--- src/rtl/core/cpl_pkg.sv ---
// Shared types, widths and constants for the closest-points core.
package cpl_pkg;

  localparam int unsigned CW    = 48;        // Q32.16 coordinate
  localparam int unsigned DW    = 32;        // Q2.30 direction
  localparam int unsigned RW    = CW + 1;    // origin difference
  localparam int unsigned UW    = 2*DW + 2;  // a, b, e
  localparam int unsigned RDW   = DW + RW + 2; // c, f
  localparam int unsigned DTW   = 2*UW;      // determinant
  localparam int unsigned NW    = 150;       // numerators n1, n2
  localparam int unsigned PW    = DW + NW;   // direction times numerator
  localparam int unsigned QW    = 50;        // quotient bits kept before saturation
  localparam int unsigned NL    = 6;         // output coordinates
  localparam int unsigned IN_W  = 6*CW + 6*DW;
  localparam int unsigned OUT_W = NL*CW;

  typedef logic signed [CW-1:0] coord_t;
  typedef logic signed [DW-1:0] dir_t;

  localparam coord_t C_MAX = {1'b0, {(CW-1){1'b1}}};
  localparam coord_t C_MIN = {1'b1, {(CW-1){1'b0}}};

  typedef struct packed {
    coord_t [2:0] o1;
    dir_t   [2:0] u;
    coord_t [2:0] o2;
    dir_t   [2:0] v;
  } lines_t;

  typedef struct packed {
    logic                  found;
    lines_t                ln;
    logic signed [DTW-1:0] d;
    logic signed [NW-1:0]  n1;
    logic signed [NW-1:0]  n2;
  } job_t;

  typedef struct packed {
    logic            found;
    coord_t [NL-1:0] org;
    logic [DTW-1:0]  d;
  } carry_t;

endpackage

--- src/rtl/core/cpl_fifo.sv ---
// Short queue of finished front words in front of the divider pipeline.
module cpl_fifo #(
  parameter int unsigned DEPTH = 4
) (
  input  logic          clk_i,
  input  logic          rst_ni,
  input  logic          push_i,
  input  cpl_pkg::job_t data_i,
  output logic          full_o,
  input  logic          pop_i,
  output cpl_pkg::job_t data_o,
  output logic          empty_o
);
  import cpl_pkg::*;

  localparam int unsigned AW = (DEPTH > 1) ? $clog2(DEPTH) : 1;
  localparam int unsigned CNW = $clog2(DEPTH + 1);

  job_t           mem_q [DEPTH];
  logic [AW-1:0]  wr_q, rd_q;
  logic [CNW-1:0] cnt_q;

  assign full_o  = cnt_q == CNW'(DEPTH);
  assign empty_o = cnt_q == '0;
  assign data_o  = mem_q[rd_q];

  always_ff @(posedge clk_i or negedge rst_ni) begin
    if (!rst_ni) begin
      wr_q  <= '0;
      rd_q  <= '0;
      cnt_q <= '0;
    end else begin
      if (push_i) wr_q <= (wr_q == AW'(DEPTH-1)) ? '0 : wr_q + AW'(1);
      if (pop_i)  rd_q <= (rd_q == AW'(DEPTH-1)) ? '0 : rd_q + AW'(1);
      if (push_i && !pop_i)      cnt_q <= cnt_q + CNW'(1);
      else if (pop_i && !push_i) cnt_q <= cnt_q - CNW'(1);
    end
  end

  always_ff @(posedge clk_i) begin
    if (push_i) mem_q[wr_q] <= data_i;
  end

endmodule

--- config.mk ---
export PLATFORM = sky130hd
export DESIGN_NAME = cpl_fifo
export DESIGN_NICKNAME = d
export VERILOG_FILES = /design/src/rtl/core/cpl_pkg.sv /design/src/rtl/core/cpl_fifo.sv
export SDC_FILE = /design/constraint.sdc
export NUM_CORES = 2
export LEC_CHECK = 0
export BUFFER_PORTS_ARGS = -buffer_cell sky130_fd_sc_hd__buf_4
export CORE_AREA = 5 5 713 715
export DETAILED_ROUTE_END_ITERATION = 8
export DIE_AREA = 0 0 718 720
export PLACE_DENSITY = 0.47
export SKIP_CTS_REPAIR_TIMING = 1
export SLEW_MARGIN = 40
export SYNTH_ARGS = -nofsm -noshare
export SYNTH_HDL_FRONTEND = slang
export SYNTH_SLANG_ARGS = --single-unit
--- constraint.sdc ---
create_clock -name clk_i -period 63.7 [get_ports clk_i]
set_clock_uncertainty 0.15 [all_clocks]
set_input_delay 3.185 -clock clk_i [delete_from_list [all_inputs] [get_ports clk_i]]
set_output_delay 3.185 -clock clk_i [all_outputs]
set_load 0.01 [all_outputs]
==> summary.md <==
| Metric | Value |
|---|---|
| Worst Setup SP | rd_q[0] |
| CP Buf/Inv Count | 10 |
| Max Cap Violations | 0 |
| Reg-to-reg startpoint | wr_q[0] |
| Clock Latency Late Sink | 0.99 ns |
| Crit path top cell by count | buf_4 |
| Simple-gate share of the synthesized area | 0.0427% |
| Hold Fails Final Rpt | 0 |
| Placed instance area | 154000 sq um |
| Post-DP HPWL | 333 mm |
| Port buffer count | 1831 |
| Routed wire per std cell | 32.5 um |
| Hold Path Origin | cnt_q[2] |
| Status | finished clean |
| Syn Nets | 5730 |
| DIE WIDTH | 718 um |
| Vias in the first global route | 65.4k |
| Setup crit end kind | primary output |
| Antenna violations before repair | 219 |
| Area grow syn2layout | 27.0% |
| P per Cell Area | 48.7 nW/um^2 |
| Worst Path Max Fanout | 40 |
| Clk pin slew, worst setup/hold paths | 0.06 ns |
| I/O Pins | 1832 |
| Leakage power total | 55.4 nW |
| Bufs on Longest Clock Path | 4 |
| Main combinational cell family by area after synthesis | multiplexers |
| Largest net degree at the start of global routing | 118 |
| Die area | 517000 sq um |
| Layout cells sized above 1 | 47.4% |
| Remaining global-route overflow | 0 |
| Grt met2 use | 29.2% |
| DRT Pass-1 Iters | 5 |
| Cell with the most instances after synthesis | edfxtp_1 |
| CP Cell Sequence | buf_4 > buf_6 > buf_12 > buf_6 > buf_4 > buf_4 > buf_6 > buf_4 > buf_12 > mux4_2 > buf_4 |
| Compound-Gate Fraction of Synth Area | 0.00759% |
| ANT nets after route | 0 |
| Filler cells | 46.9k |
| Mapped cell area | 132000 sq um |
| Via count | 62.8k |
| TNS Setup | 0 ns |
| Worst Path Required | 60.36 ns |
| Final Hold Slack | 0.338 ns |
| CTS Buf Count | 397 |
| Global-route wire length before repair | 603 mm |
| Synth Flop Type | edfxtp_1 |
| Synth Register Bits | 3659 |
| GR Util met1 | 19.1% |
| Worst Setup Path Type | reg -> out |
| Crit path arrival time | 7.55 ns |
| CTS tree | done |
| Hold Crit Class | reg -> reg |
| Fmax | 91.9 MHz |
| Global Route Usage Sum | 17.0% |
| Die Ht | 720 um |
| Final instance area | 168000 sq um |
| H-Tree Depth | 5 |
| Via density | 4.48 |
| Synth Area per Inst | 27.4 sq um |
| Count of pins over their slew limit | 0 |
| Clk sinks | 3659 |
| Clk root buf | clkbuf_16 |
| Iter 0 DRT Violations | 5486 |
| Total Power | 8.15 mW |
| Post-synth cell types | 20 |
| Global route hottest layer | met2 |
| Remaining DRCs | 0 |
| Syn. warnings | 0 |
| Critical path startpoint category | flip-flop |
| Commonest cells in the netlist | 3652 x edfxtp_1, 913 x mux4_2, 104 x buf_2 |
| Fin crit share | 17.1% |
| Register area share after synthesis | 83.3% |
| Top cell type's share of synthesized area | 83.1% |
| Top cell type by total area after synthesis | edfxtp_1 |
| Core area | 501000 sq um |
| Initial core utilization | 26.3% |
| Routed wire length | 456 mm |
| Row cnt | 260 |
| Nets | 7874 |
| Synth area leaders | edfxtp_1 83%, mux4_2 16%, buf_2 0.39%, buf_6 0.34%, dfrtp_1 0.13% |
| Post-synthesis xor/xnor area fraction | 0.0199% |
| Critical path's slowest cell | dfrtp_4 |
| Met3 Use GR | 6.85% |
| Slew headroom | 36.3% |
| Minimum clock period | 10.88 ns |
| Synth Instances | 4806 |
| CP max stage delay | 0.85 ns |
| Asr flop ratio synth | 0.191% |
| Post-synthesis mux area share | 15.6% |
| GPL Wtd Cong | 0.860 |
| Worst Max-Slew Pin Slew | 0.956 ns |
| Setup violators final | 0 |
| RSZ-0062 raised after global routing | no |
| Peak supply drop | 0.0273 mV |
| Crit-path leading delay family | buffers and inverters |
| EDFF count, synth | 3652 |
| Post-Synth Adder-Cell Area | 0.0721% |
[per-stage QoR]
step / utilization (%) / worst slack, ns / instances
final: 33.5 / 52.82 / 14000
after global routing: 33.4 / 51.95 / 14000
after CTS: 33.4 / 51.56 / 14000
after detailed placement: 30.8 / 52.74 / 13200
after global placement: 30.7 / 52.30 / 13200
after floorplan: - / 38.54 / 4806
[report_power, final]
part,total [mW],switching (mW),internal [mW],leakage (nW)
Sequential,3.16,0.0772,3.08,33.6
Combinational,2.71,1.58,1.12,15.5
Clock,2.29,0.958,1.33,6.33
[cells in the final DEF, fill, tap and decap left out, types with 18 or more instances in the layout]
| cell | instances |
|---|---|
| clkbuf_1 | 62 |
| edfxtp_1 | 3652 |
| bufinv_16 | 43 |
| buf_4 | 1871 |
| mux4_2 | 913 |
| diode_2 | 66 |
| clkinv_1 | 90 |
| buf_6 | 41 |
| clkinvlp_4 | 18 |
| clkbuf_16 | 399 |
| clkinv_2 | 84 |
| buf_12 | 28 |
[area by class of cell]
cell class	instances	area [sq um]	area share (%)
clock inverters	268	2790	1.66
clock buffers	461	10200	6.10
diodes	66	165	0.0986
multi-input cells	939	20800	12.4
inverters	4	15.0	0.00896
repair buffers	1949	15300	9.14
flip-flops and latches	3659	110000	65.6
well taps	6681	8360	4.99
[sequential cells by signal, summed over array words and instances (netlist names)]
register  cells
cnt_q         3
wr_q          2
rd_q          2
mem_q      3652
[logic make-up (layout without fill, tap and decap cells)]
family / count (synthesis) / after routing
flops: 3659 / 3659
mux: 916 / 916
buf+inv: 208 / 2682
simple gates: 11 / 11
fa+ha+maj: 7 / 7
xor+xnor: 3 / 3
compound gates: 2 / 2
other cells: 0 / 66
[path summary, 6_finish.rpt]
| path | depth (start not counted) | slack, ns | end |
|---|---|---|---|
| max | 11 | 52.82 | data_o[593] |
| min | 1 | 0.34 | cnt_q[2] |
| max reg2reg | 11 | 57.46 | mem_q[0][645] |
| min reg2reg | 1 | 0.34 | cnt_q[2] |
| max in group asynchronous | 1 | 61.36 | rd_q[1] |
| min in group asynchronous | 1 | 1.87 | cnt_q[1] |
[metal layers]
metal  up-vias  wire, um  part of all wire [%]
met4       134     17800                   3.9
met3       802     44300                   9.7
met5         -       866                  0.19
li1      25500         -                     -
met2      2453    230000                    50
met1     33900    163000                    36
(Power assumes the default switching activity.)
